$ cat config.mk
export PLATFORM = sky130hd
export DESIGN_NAME = fss_lane
export DESIGN_NICKNAME = d
export VERILOG_FILES = /design/src/rtl/fss_pkg.sv /design/src/rtl/fss_lane.sv
export SDC_FILE = /design/constraint.sdc
export NUM_CORES = 1
export LEC_CHECK = 0
export BUFFER_PORTS_ARGS = -buffer_cell sky130_fd_sc_hd__buf_2
export CORE_AREA = 2 2 110 112
export CTS_BUF_LIST = sky130_fd_sc_hd__clkbuf_2
export DETAILED_ROUTE_END_ITERATION = 6
export DIE_AREA = 0 0 112 114
export GPL_TIMING_DRIVEN = 0
export PLACE_DENSITY = 0.79
export SLEW_MARGIN = 20
export SYNTH_ARGS = -nofsm -noshare
export SYNTH_HDL_FRONTEND = slang
export SYNTH_SLANG_ARGS = --single-unit
$ cat constraint.sdc
create_clock -name i_clk -period 4.7 [get_ports i_clk]
set_input_delay 0.705 -clock i_clk [delete_from_list [all_inputs] [get_ports i_clk]]
set_output_delay 0.705 -clock i_clk [all_outputs]
set_load 0.005 [all_outputs]
$ cat src/rtl/fss_pkg.sv
// fss_pkg: shared types, constants and character-class helpers for the
// fuzzy subsequence scorer. No dependencies; imported by every RTL file.
`default_nettype none

package fss_pkg;

    // Fixed field widths
    localparam int CHAR_W  = 8;
    localparam int TOTAL_W = 11;
    localparam int SCORE_W = 12;
    localparam int GAP_W   = 3;
    localparam int SLASH_W = 10;
    localparam int QLEN_W  = 6;
    localparam int CFG_W   = 64;
    localparam int CIDX_W  = 3;

    // Scoring constants
    localparam int SCORE_BASE     = 16;
    localparam int BONUS_CONSEC   = 8;
    localparam int BONUS_BOUNDARY = 12;
    localparam int BONUS_UPPER    = 2;
    localparam int GAP_SAT        = 6;
    localparam int SEG_BONUS      = 24;
    localparam int SLASH_SAT      = 1023;

    localparam logic [CHAR_W-1:0] CH_SLASH  = 8'h2F;
    localparam logic [CHAR_W-1:0] CH_BSLASH = 8'h5C;
    localparam logic [CHAR_W-1:0] CH_UNDER  = 8'h5F;
    localparam logic [CHAR_W-1:0] CH_DASH   = 8'h2D;
    localparam logic [CHAR_W-1:0] CH_DOT    = 8'h2E;
    localparam logic [CHAR_W-1:0] CH_SPACE  = 8'h20;
    localparam logic [CHAR_W-1:0] CH_DOLLAR = 8'h24;

    // Configuration register indexes
    typedef enum logic [CIDX_W-1:0] {
        REG_PATH_MODE = 3'd0,
        REG_QUERY_LEN = 3'd1,
        REG_QUERY_0   = 3'd2,
        REG_QUERY_1   = 3'd3,
        REG_QUERY_2   = 3'd4,
        REG_QUERY_3   = 3'd5
    } t_cfg_reg;

    // Per-character control for one matching lane
    typedef struct packed {
        logic step;        // feed the current character
        logic clear;       // return to the start-of-lane state after this cycle
        logic first;       // first character seen by the lane
        logic prev_lower;  // previous lane character was lower case
    } t_lane_ctl;

    // Lane status after the current character
    typedef struct packed {
        logic               done;   // whole query consumed
        logic [TOTAL_W-1:0] total;
    } t_lane_stat;

    function automatic logic is_up(input logic [CHAR_W-1:0] c);
        return (c >= 8'h41) && (c <= 8'h5A);
    endfunction

    function automatic logic is_lo(input logic [CHAR_W-1:0] c);
        return (c >= 8'h61) && (c <= 8'h7A);
    endfunction

    function automatic logic [CHAR_W-1:0] fold(input logic [CHAR_W-1:0] c);
        return is_up(c) ? (c | 8'h20) : c;
    endfunction

    function automatic logic is_sep(input logic [CHAR_W-1:0] c);
        return (c == CH_SLASH) || (c == CH_BSLASH) || (c == CH_UNDER) || (c == CH_DASH) ||
               (c == CH_DOT) || (c == CH_SPACE) || (c == CH_DOLLAR);
    endfunction

endpackage

`default_nettype wire

$ cat src/rtl/fss_lane.sv
// fss_lane: one greedy case-insensitive subsequence matching lane with its
// running score. Depends on fss_pkg.
`default_nettype none

module fss_lane
    import fss_pkg::*;
#(
    parameter int QUERY_MAX = 32,
    parameter int QP_W      = 6
) (
    input  wire logic                     i_clk,
    input  wire logic                     i_rst_n,
    input  wire t_lane_ctl                i_ctl,
    input  wire logic [CHAR_W-1:0]        i_char,
    input  wire logic [QP_W-1:0]          i_qlen,
    input  wire logic [8*QUERY_MAX-1:0]   i_query,
    output t_lane_stat                    o_stat
);

    localparam int QI_W = (QUERY_MAX > 1) ? $clog2(QUERY_MAX) : 1;

    logic [QP_W-1:0]    r_qpos,  n_qpos;
    logic [TOTAL_W-1:0] r_total, n_total;
    logic               r_prevm, n_prevm;
    logic               r_bnd,   n_bnd;
    logic [GAP_W-1:0]   r_gap,   n_gap;
    logic               r_any,   n_any;

    logic [QI_W-1:0]    w_qidx;
    logic [CHAR_W-1:0]  w_qchar;
    logic               w_active;
    logic               w_hit;
    logic               w_upper;
    logic               w_bnext;
    logic [5:0]         w_gain;

    // Query character at the lane position
    assign w_qidx   = r_qpos[QI_W-1:0];
    assign w_qchar  = i_query[8*w_qidx +: 8];
    assign w_active = r_qpos < i_qlen;
    assign w_hit    = fold(i_char) == fold(w_qchar);
    assign w_upper  = is_up(i_char);
    assign w_bnext  = is_sep(i_char) || (!i_ctl.first && i_ctl.prev_lower && w_upper);

    // Points for a matched character
    assign w_gain = 6'(SCORE_BASE)
                  + (r_prevm ? 6'(BONUS_CONSEC) : 6'd0)
                  + ((r_bnd || i_ctl.first) ? 6'(BONUS_BOUNDARY) : 6'd0)
                  + (w_upper ? 6'(BONUS_UPPER) : 6'd0)
                  - ((r_any && (r_gap != '0)) ? {3'b000, r_gap} : 6'd0);

    // Lane next state
    always_comb begin
        n_qpos  = r_qpos;
        n_total = r_total;
        n_prevm = r_prevm;
        n_bnd   = r_bnd;
        n_gap   = r_gap;
        n_any   = r_any;
        if (i_ctl.step && w_active) begin
            if (w_hit) begin
                n_total = r_total + {{(TOTAL_W-6){1'b0}}, w_gain};
                n_qpos  = r_qpos + 1'b1;
                n_prevm = 1'b1;
                n_gap   = '0;
                n_any   = 1'b1;
            end else begin
                n_prevm = 1'b0;
                if (r_gap < GAP_W'(GAP_SAT)) begin
                    n_gap = r_gap + 1'b1;
                end
            end
            n_bnd = w_bnext;
        end
    end

    always_ff @(posedge i_clk) begin
        if (!i_rst_n || i_ctl.clear) begin
            r_qpos  <= '0;
            r_total <= '0;
            r_prevm <= 1'b0;
            r_bnd   <= 1'b1;
            r_gap   <= '0;
            r_any   <= 1'b0;
        end else begin
            r_qpos  <= n_qpos;
            r_total <= n_total;
            r_prevm <= n_prevm;
            r_bnd   <= n_bnd;
            r_gap   <= n_gap;
            r_any   <= n_any;
        end
    end

    assign o_stat.done  = n_qpos >= i_qlen;
    assign o_stat.total = n_total;

endmodule

`default_nettype wire

==> flow_summary.toml, run 1 <==
[run_status]
status = "finished with violations"
violations = "setup timing"

[worst_setup_path]
crit_path_top_delay_cell = "a2111o_1"
worstReg2RegStart = "r_qpos[1]"
max_stage_delay_ns = 0.47
start_kind = "flip-flop"
path_max_fanout = 10
timing.reg2reg.setup_slack_ns = 0.08
crit_arrival_ns = 4.58
worstPathCellList = "buf_8 -> buf_6 -> buf_6 -> mux2i_1 -> a2bb2oi_1 -> a211oi_2 -> buf_4 -> a41oi_1 -> a2111o_1 -> and4_4 -> o211a_1 -> buf_6 -> xnor2_2 -> ha_1 -> nand2b_1 -> a21o_1 -> a21o_1 -> a21oi_2 -> nor2b_1 -> o21ai_1 -> nand2b_1 -> buf_2"
crit_family = "compound AO/OA/AOI/OAI gates"
worstSetupPathType = "flip-flop to output port"
worstReg2RegEnd = "r_total[7]"
cp_num_buf_inv = 6
reg2reg_depth = 26
worstSetupEndpointType = "output port"
worstPathRequired_ns = 3.99
cpMostUsedCell = "buf_6"

[routing]
drc = 0
vias = 5451
viasPerCell = 5.73
antenna_left = 0
drt_first_iter_violations = 348
drt-pass1-iter-count = 5
routed_wl_mm = 20.5
routedWlPerCell_um = 21.5

[logic_synthesis]
syn_avg_cell_area_um2 = 9.34
synthDistinctLibCells = 72
synthFlopType = "dfxtp_1"
synth_top_family_by_area = "multiplexers"
yosys_warnings = 0
synthMuxAreaShare = 0.351
synth-xor-area-share = 0.0284
postSynth.asyncResetShare = 0
synthesis.nets = 766
synth-seq-area-share = 0.107
ys_seq_elements = 23
syn_inst = 462
synth_area_um2 = 4320
synth-compound-area-share = 0.199
synth-simple-area-share = 0.161
yosys.area_share.adder = 0.0847
synth-edff-count = 0

[power]
p_leak_nw = 3.27
p_per_area_nw_per_um2 = 83.3
vdd_ir_drop_max_v = 0.0000982

[sta]
rsz0062_at_grt = "yes"
worst_slack_ns = -0.587
finalHoldViolCount = 0
tightest_slew_ns = 0.912
setup_viol = 3
max_freq_ghz = 0.189
slew_headroom = 0.391
min_period_over_period = 1.12
finalClockSkew_ns = 0.00813
post-route-min-period_ns = 5.29
drv_slew = 0

[worst_hold_path]
worstHoldEndpoint = "r_prevm"
hold_depth = 2
holdCritPathClass = "flip-flop to flip-flop"
hold_start = "r_prevm"

[place]
place_inst = 895
dp_hpwl_mm = 16.2
place_congestion = 0.844
pre_cts_ws_ns = -0.798
portBuffers = 286

[finish]
instances_no_fill = 951
nFillCells = 1056
nNetsFinal = 1106
final_cell_mix = "buf_2 (281), buf_4 (48), mux4_2 (38)"
layout-drive-gt1-share = 0.625
layout_commonest_cell = "buf_2"
syn_to_final_growth_pct = 62.8

[clocking]
cts.path.max_buffers = 2
worstSkewPairLatency_ns = 0.36
numCtsBuffers = 3
cts_num_sinks = 23
cts_max_level = 1
clk_pin_slew_ns = 0.25
cts_tree = "built"
clockRootBuffer = "clkbuf_2"

[floorplan]
die_w_um = 112
start_util = 0.368
die_area_um2 = 12800
fp.dieH_um = 114
rows = 40
core_um2 = 11700
io_pins = 288

[global_routing]
grt_usage = 0.303
antenna_found_initial = 5
grt_overflow = 0
grt_max_degree = 14
grt_pass1_wl_mm = 29.7
grt_pass1_vias = 5421

[run]
maxCapViolations = 0
## cell usage after synthesis, types with 3 or more instances
master | count | area share
a211o_1 | 3 | 0.0061
a21o_1 | 9 | 0.016
a21oi_1 | 21 | 0.024
a221o_1 | 4 | 0.0093
a221oi_1 | 9 | 0.018
a22o_1 | 7 | 0.014
a22oi_1 | 3 | 0.0052
a2bb2oi_1 | 3 | 0.0061
and2_1 | 12 | 0.017
and3_1 | 6 | 0.0087
and3b_1 | 3 | 0.0061
and4_1 | 3 | 0.0061
buf_2 | 9 | 0.010
buf_4 | 6 | 0.010
buf_6 | 6 | 0.016
clkbuf_1 | 12 | 0.010
dfxtp_1 | 23 | 0.11
ha_1 | 26 | 0.075
inv_1 | 25 | 0.022
mux2_2 | 20 | 0.052
mux2_4 | 3 | 0.010
mux2i_1 | 39 | 0.090
mux4_2 | 38 | 0.20
nand2_1 | 35 | 0.030
nand2b_1 | 8 | 0.012
nand3_1 | 6 | 0.0070
nand4_1 | 4 | 0.0058
nor2_1 | 16 | 0.014
nor2b_1 | 11 | 0.016
nor3_1 | 5 | 0.0058
o211ai_1 | 6 | 0.010
o21ai_0 | 12 | 0.014
o221ai_1 | 4 | 0.0081
or3_1 | 3 | 0.0043
xnor2_1 | 11 | 0.022
xor2_1 | 3 | 0.0061
## layer usage
metal,global-route usage,share of wire,up-vias
li1,-,-,2489
met1,0.363,0.38,2643
met3,0.0606,0.090,47
met4,0.102,0.027,4
met2,0.544,0.50,268
met5,0,0.0013,-
## report_power, final
group          total [mW]  switching (mW)  internal, mW
logic               0.299           0.124         0.175
registers           0.198        0.000908         0.197
clock network      0.0880          0.0687        0.0193
## worst max-delay path by stage
stage                       from          to  slack [ns]  depth (start not counted)
floorplan           i_query[178]  o_stat[11]       0.009                         17
global placement       r_qpos[1]  o_stat[11]       -0.80                         21
detailed placement     r_qpos[1]  o_stat[11]       -0.80                         21
CTS                    r_qpos[0]  o_stat[11]       -0.51                         21
global route           r_qpos[0]  o_stat[11]       -0.79                         22
finish                 r_qpos[1]  o_stat[11]       -0.59                         22
## kinds of logic after synthesis
family          after synthesis
flops                        23
compound gates              112
buf+inv                      58
fa+ha+maj                    28
simple gates                127
mux                         100
xor+xnor                     14
## worst min-delay path, cell delays in order (launching register included)
cell and delay [ns]:
dfxtp_1 0.37, nand2_1 0.05, a21oi_1 0.05
## layout make-up
| class | count | area, um2 | area share |
|---|---|---|---|
| Multi-Input combinational cell | 381 | 3940 | 0.561 |
| Timing Repair Buffer | 338 | 1900 | 0.270 |
| Sequential cell | 23 | 465 | 0.0663 |
| Buffer | 30 | 414 | 0.0590 |
| Tap cell | 147 | 184 | 0.0262 |
| Inverter | 25 | 93.8 | 0.0134 |
| Clock buffer | 3 | 15.0 | 0.00214 |
| Antenna cell | 3 | 7.51 | 0.00107 |
| Clock inverter | 1 | 5.00 | 0.000713 |
## registers in the layout (all words and copies together) (netlist names)
register and cells:
r_any 1, r_bnd 1, r_gap 3, r_prevm 1, r_qpos 6, r_total 11
## timing repair
action | 4_1_cts | 5_1_grt
hold buffers | 0 | 0
buffers inserted | 36 | 15
hold endpoints to repair | 0 | 0
pin swaps | 46 | 25
gates cloned | 1 | 0
setup endpoints to repair | 12 | 8
gates resized for setup | 108 | 47
## through the flow
| step | instance area (um2) | hold slack (ns) | power, mW | utilization | TNS [ns] |
|---|---|---|---|---|---|
| floorplan | 4330 | 0.432 | 0.313 | - | 0 |
| global placement | 5940 | 0.444 | 0.450 | 0.507 | -1.59 |
| detailed placement | 5940 | 0.449 | 0.457 | 0.507 | -1.63 |
| CTS | 6720 | 0.475 | 0.570 | 0.574 | -0.561 |
| global route | 7020 | 0.511 | 0.617 | 0.600 | -2.00 |
| finish | 7020 | 0.479 | 0.585 | 0.600 | -0.699 |
Note: power is estimated with default switching activity, not from simulation.
==> run 2: changes to the inputs <==
- CELL_PAD_IN_SITES_DETAIL_PLACEMENT: unset -> 0
- CELL_PAD_IN_SITES_GLOBAL_PLACEMENT: unset -> 1
- CORE_AREA: 2 2 110 112 -> unset
- CORE_MARGIN: unset -> 1
- CORE_UTILIZATION: unset -> 28
- DIE_AREA: 0 0 112 114 -> unset
- PLACE_DENSITY: 0.79 -> 0.84
==> run 2 against run 1 <==
Against the previous run:
- register-to-register slack gained 0.81 ns
- the run still ends with setup timing left
- power grew 0.52%
- critical path depth shrank 2
- clock-buffer cell count grew 1
- clock skew grew 0.0051 ns
- largest power group unchanged
- critical path type unchanged
==> flow_summary.toml, run 2 (synthesis gave the netlist of run 1 again) <==
[run_status]
status = "finished with violations"
violations = "setup timing"

[worst_hold_path]
worstHoldEndpoint = "r_prevm"
hold_start = "r_prevm"
holdCritPathClass = "flip-flop to flip-flop"
hold_depth = 2

[floorplan]
start_util = 0.285
rows = 45
fp.dieH_um = 126
die_w_um = 126
die_area_um2 = 15900
core_um2 = 15100
io_pins = 288

[worst_setup_path]
cp-startpoint = "r_qpos[0]"
worstReg2RegEnd = "r_total[10]"
worstSetupEndpointType = "output port"
worstPathRequired_ns = 3.99
crit_arrival_ns = 4.54
worstSetupPathType = "flip-flop to output port"
worstReg2RegStart = "r_qpos[0]"
reg2reg_depth = 15
start_kind = "flip-flop"
timing.reg2reg.setup_slack_ns = 0.89
path_max_fanout = 10

[finish]
syn_to_final_growth_pct = 65.9
top_register = "r_total"
top_regs = "r_total x11, r_qpos x6, r_gap x3"
nNetsFinal = 1109
layout-drive-gt1-share = 0.642
layout_commonest_cell = "buf_2"
largest_register_ffs = 11
final_cell_mix = "buf_2 (283), buf_4 (53), mux4_2 (38)"
instances_no_fill = 996
post-route-util = 0.473

[routing]
routedWlPerCell_um = 21.0
drt_first_iter_violations = 307
routed_wl_mm = 20.9
drc = 0
vias = 5349
antenna_left = 0
drt-pass1-iter-count = 7
viasPerCell = 5.37

[power]
p_clk_frac = 0.151
p_sw_mw = 0.191
swShare = 0.326
vdd_ir_drop_max_v = 0.0000719
p_per_area_nw_per_um2 = 82.1
comb_power_share = 0.512
p_leak_nw = 3.30
p_int_mw = 0.396
pwr-share-seq = 0.336
total_power_mw = 0.588

[sta]
finalClockSkew_ns = 0.0132
fin_hold_ws_ns = 0.475
tightest_slew_ns = 0.608
worst_slack_ns = -0.547
min_period_over_period = 1.12
finalHoldViolCount = 0
drv_slew = 0
post-route-min-period_ns = 5.25
rsz0062_at_grt = "yes"
max_freq_ghz = 0.191
tns_ns = -0.725
slew_headroom = 0.594
setup_viol = 4

[global_routing]
antenna_found_initial = 4
grt_max_degree = 13
grt_usage = 0.255
grt_pass1_wl_mm = 30.9
grt_overflow = 0
grt_pass1_vias = 5515

[place]
place_inst = 936
portBuffers = 286
place_congestion = 0.915
dp_hpwl_mm = 16.5

[run]
maxCapViolations = 0

[clocking]
clockRootBuffer = "clkbuf_2"
clk_pin_slew_ns = 0.25
cts_max_level = 1
cts_tree = "built"
numCtsBuffers = 3
cts.path.max_buffers = 2
worstSkewPairLatency_ns = 0.35
cts_num_sinks = 23
[run 2: how the worst max path moves through the flow]
| stage | to | slack [ns] | depth (start not counted) |
|---|---|---|---|
| 3_5_place_dp | o_stat[11] | -0.87 | 21 |
| 5_1_grt | o_stat[11] | -0.74 | 21 |
| 2_1_floorplan | o_stat[11] | 0.009 | 17 |
| 3_3_place_gp | o_stat[11] | -0.85 | 21 |
| 6_report | o_stat[11] | -0.55 | 20 |
| 4_1_cts | o_stat[11] | -0.51 | 21 |
[run 2: stage by stage]
step / setup WS (ns) / instance area, um2
4_1_cts: -0.506 / 6940
6_report: -0.547 / 7160
5_1_grt: -0.744 / 7160
3_5_place_dp: -0.869 / 5990
3_3_place_gp: -0.849 / 5990
2_1_floorplan: 0.00889 / 4330
[run 2: metal layers]
layer,track usage,vias up,share of wire
met5,0,-,0
met4,0.0581,0,0.015
met3,0.0217,20,0.059
met2,0.476,213,0.52
met1,0.315,2614,0.41
li1,-,2502,-
[run 2: area by class of cell]
class / count / area, um2
Multi-Input combinational cell: 381 / 4000
Buffer: 28 / 370
Inverter: 25 / 93.8
Clock buffer: 4 / 20.0
Fill cell: 1478 / 7990
Antenna cell: 4 / 10.0
Tap cell: 188 / 235
Timing Repair Buffer: 343 / 1960
Sequential cell: 23 / 468
[run 2: what timing repair did]
item,in CTS,in global routing
hold buffers,0,0
pin swaps,55,30
gates resized for setup,133,26
setup buffers,41,13
gates cloned,3,0
setup endpoints to repair,12,7
[run 2: worst max-delay path, stage by stage (launching register included)]
cell and delay (ns):
dfxtp_2 0.41, buf_12 0.14, buf_12 0.16, mux2_2 0.38, a221oi_4 0.34, o311ai_4 0.19, a222oi_1 0.33, nand4_1 0.17
buf_4 0.17, a31oi_4 0.25, o211ai_4 0.13, buf_6 0.15, mux2_4 0.31, ha_4 0.21, a21o_1 0.15, a21o_1 0.18
a21oi_2 0.13, nor2b_1 0.05, o21ai_1 0.11, nand2b_1 0.08, buf_2 0.13
[run 2: power groups by stage]
stage / combinational (mW) / clock (mW) / sequential [mW]
after detailed placement: 0.257 / 0 / 0.201
after floorplan: 0.112 / 0 / 0.201
final: 0.301 / 0.0890 / 0.198
after global routing: 0.327 / 0.101 / 0.198
after CTS: 0.292 / 0.0908 / 0.198
after global placement: 0.251 / 0 / 0.201
==> run 3: changes to the inputs <==
- CORE_MARGIN: 1 -> 2
==> run 3 against run 2 <==
Against the previous run:
- critical endpoint unchanged
- clock-buffer cell count did not move
- the run still ends with setup timing left
- critical path depth unchanged
- power fell by 1.9%
- critical path type unchanged
- largest cell class unchanged
==> flow_summary.toml, run 3 (synthesis gave the netlist of run 1 again) <==
[place]
place_congestion = 0.846
dp_hpwl_mm = 16.6
pre_cts_ws_ns = -0.796
portBuffers = 286
place_inst = 936

[worst_setup_path]
path_max_fanout = 10
worstPathRequired_ns = 3.99
worstSetupPathType = "flip-flop to output port"
worstSetupEndpointType = "output port"
crit_arrival_ns = 4.55
start_kind = "flip-flop"

[sta]
rsz0062_at_grt = "yes"
max_freq_ghz = 0.190
finalClockSkew_ns = 0.00617
drv_slew = 0
finalHoldViolCount = 0
worst_slack_ns = -0.555
tightest_slew_ns = 0.927
slew_headroom = 0.381
post-route-min-period_ns = 5.26
setup_viol = 3
tns_ns = -0.696
min_period_over_period = 1.12
fin_hold_ws_ns = 0.470

[finish]
largest_register_ffs = 11
top_register = "r_total"
syn_to_final_growth_pct = 59.8
nNetsFinal = 1098
nFillCells = 1497
final_cell_mix = "buf_2 (285), buf_4 (45), mux4_2 (38)"
top_regs = "r_total x11, r_qpos x6, r_gap x3"
layout-drive-gt1-share = 0.610
layout_commonest_cell = "buf_2"
instances_no_fill = 986

[worst_hold_path]
holdCritPathClass = "flip-flop to flip-flop"

[clocking]
worstSkewPairLatency_ns = 0.33
clk_pin_slew_ns = 0.24
holdBufCountCts = 0
numCtsBuffers = 3
cts_tree = "built"
cts.path.max_buffers = 2
cts_num_sinks = 23
clockRootBuffer = "clkbuf_2"
cts_max_level = 1

[global_routing]
grt_max_degree = 13
grt_pass1_vias = 5509
antenna_found_initial = 5
grt_usage = 0.238
grt_overflow = 0
grt_pass1_wl_mm = 29.8

[run_status]
violations = "setup timing"
status = "finished with violations"

[floorplan]
io_pins = 288
die_w_um = 128
start_util = 0.285
rows = 45
die_area_um2 = 16400
core_um2 = 15100
fp.dieH_um = 128

[power]
p_leak_nw = 3.20
vdd_ir_drop_max_v = 0.0000788
p_per_area_nw_per_um2 = 83.7

[routing]
viasPerCell = 5.39
drt_first_iter_violations = 307
routed_wl_mm = 20.5
routedWlPerCell_um = 20.7
drc = 0
antenna_left = 0
vias = 5315
drt-pass1-iter-count = 5

[run]
maxCapViolations = 0
==> run 3: cell types whose count changed in the layout (fill, tap and decap cells not counted), sizes merged <==
cell | previous run | this run
buf | 361 | 351
bufbuf | 1 | 0
diode | 4 | 5
==> run 3: worst max-delay path, cell delays in order (launching register included) <==
cell and delay (ns):
dfxtp_2 0.41, buf_8 0.15, buf_12 0.15, mux4_2 0.60
o2bb2ai_4 0.16, o211ai_1 0.16, a222oi_1 0.35, nand4_1 0.17
buf_4 0.16, and4_4 0.16, o211ai_4 0.21, buf_6 0.13
mux2_2 0.33, ha_1 0.27, a21o_1 0.15, a21o_1 0.18
a21oi_2 0.11, nor2b_1 0.05, o21ai_1 0.11, nand2b_1 0.07
buf_2 0.13
==> run 3: power breakdown <==
group | internal, mW | switching (mW)
clock network | 0.0225 | 0.0649
logic | 0.170 | 0.122
registers | 0.197 | 0.000792
==> run 3: metal layers <==
| layer | part of all wire | track usage |
|---|---|---|
| met5 | 0 | 0 |
| met2 | 0.50 | 0.439 |
| met4 | 0.028 | 0.0756 |
| met3 | 0.072 | 0.0371 |
| met1 | 0.40 | 0.281 |
==> run 3: worst paths after layout <==
kind,start,endpoint,slack [ns],cells past startpoint
max,r_qpos[1],o_stat[11],-0.56,20
max reg2reg,r_qpos[1],r_total[10],1.04,13
min,r_prevm,r_prevm,0.47,2
min reg2reg,r_prevm,r_prevm,0.47,2
==> run 3: layout make-up <==
cell class,instances,area (um2),share of cell area
Tap cell,188,235,0.0341
Buffer,30,387,0.0561
Sequential cell,23,465,0.0675
Antenna cell,5,12.5,0.00181
Inverter,25,93.8,0.0136
Timing Repair Buffer,330,1820,0.263
Multi-Input combinational cell,381,3870,0.561
Clock buffer,4,20.0,0.00290
==> run 3: repair_timing <==
item | 4_1_cts | 5_1_grt
setup endpoints to repair | 9 | 7
gates resized for setup | 112 | 15
pin swaps | 39 | 13
cloned | 1 | 0
setup buffers | 34 | 9
==> run 3: per-stage QoR <==
step	util	total power [mW]	area, um2
2_1_floorplan	-	0.313	4330
3_3_place_gp	0.396	0.453	5990
3_5_place_dp	0.396	0.458	5990
4_1_cts	0.446	0.572	6760
5_1_grt	0.455	0.612	6900
6_report	0.455	0.577	6900
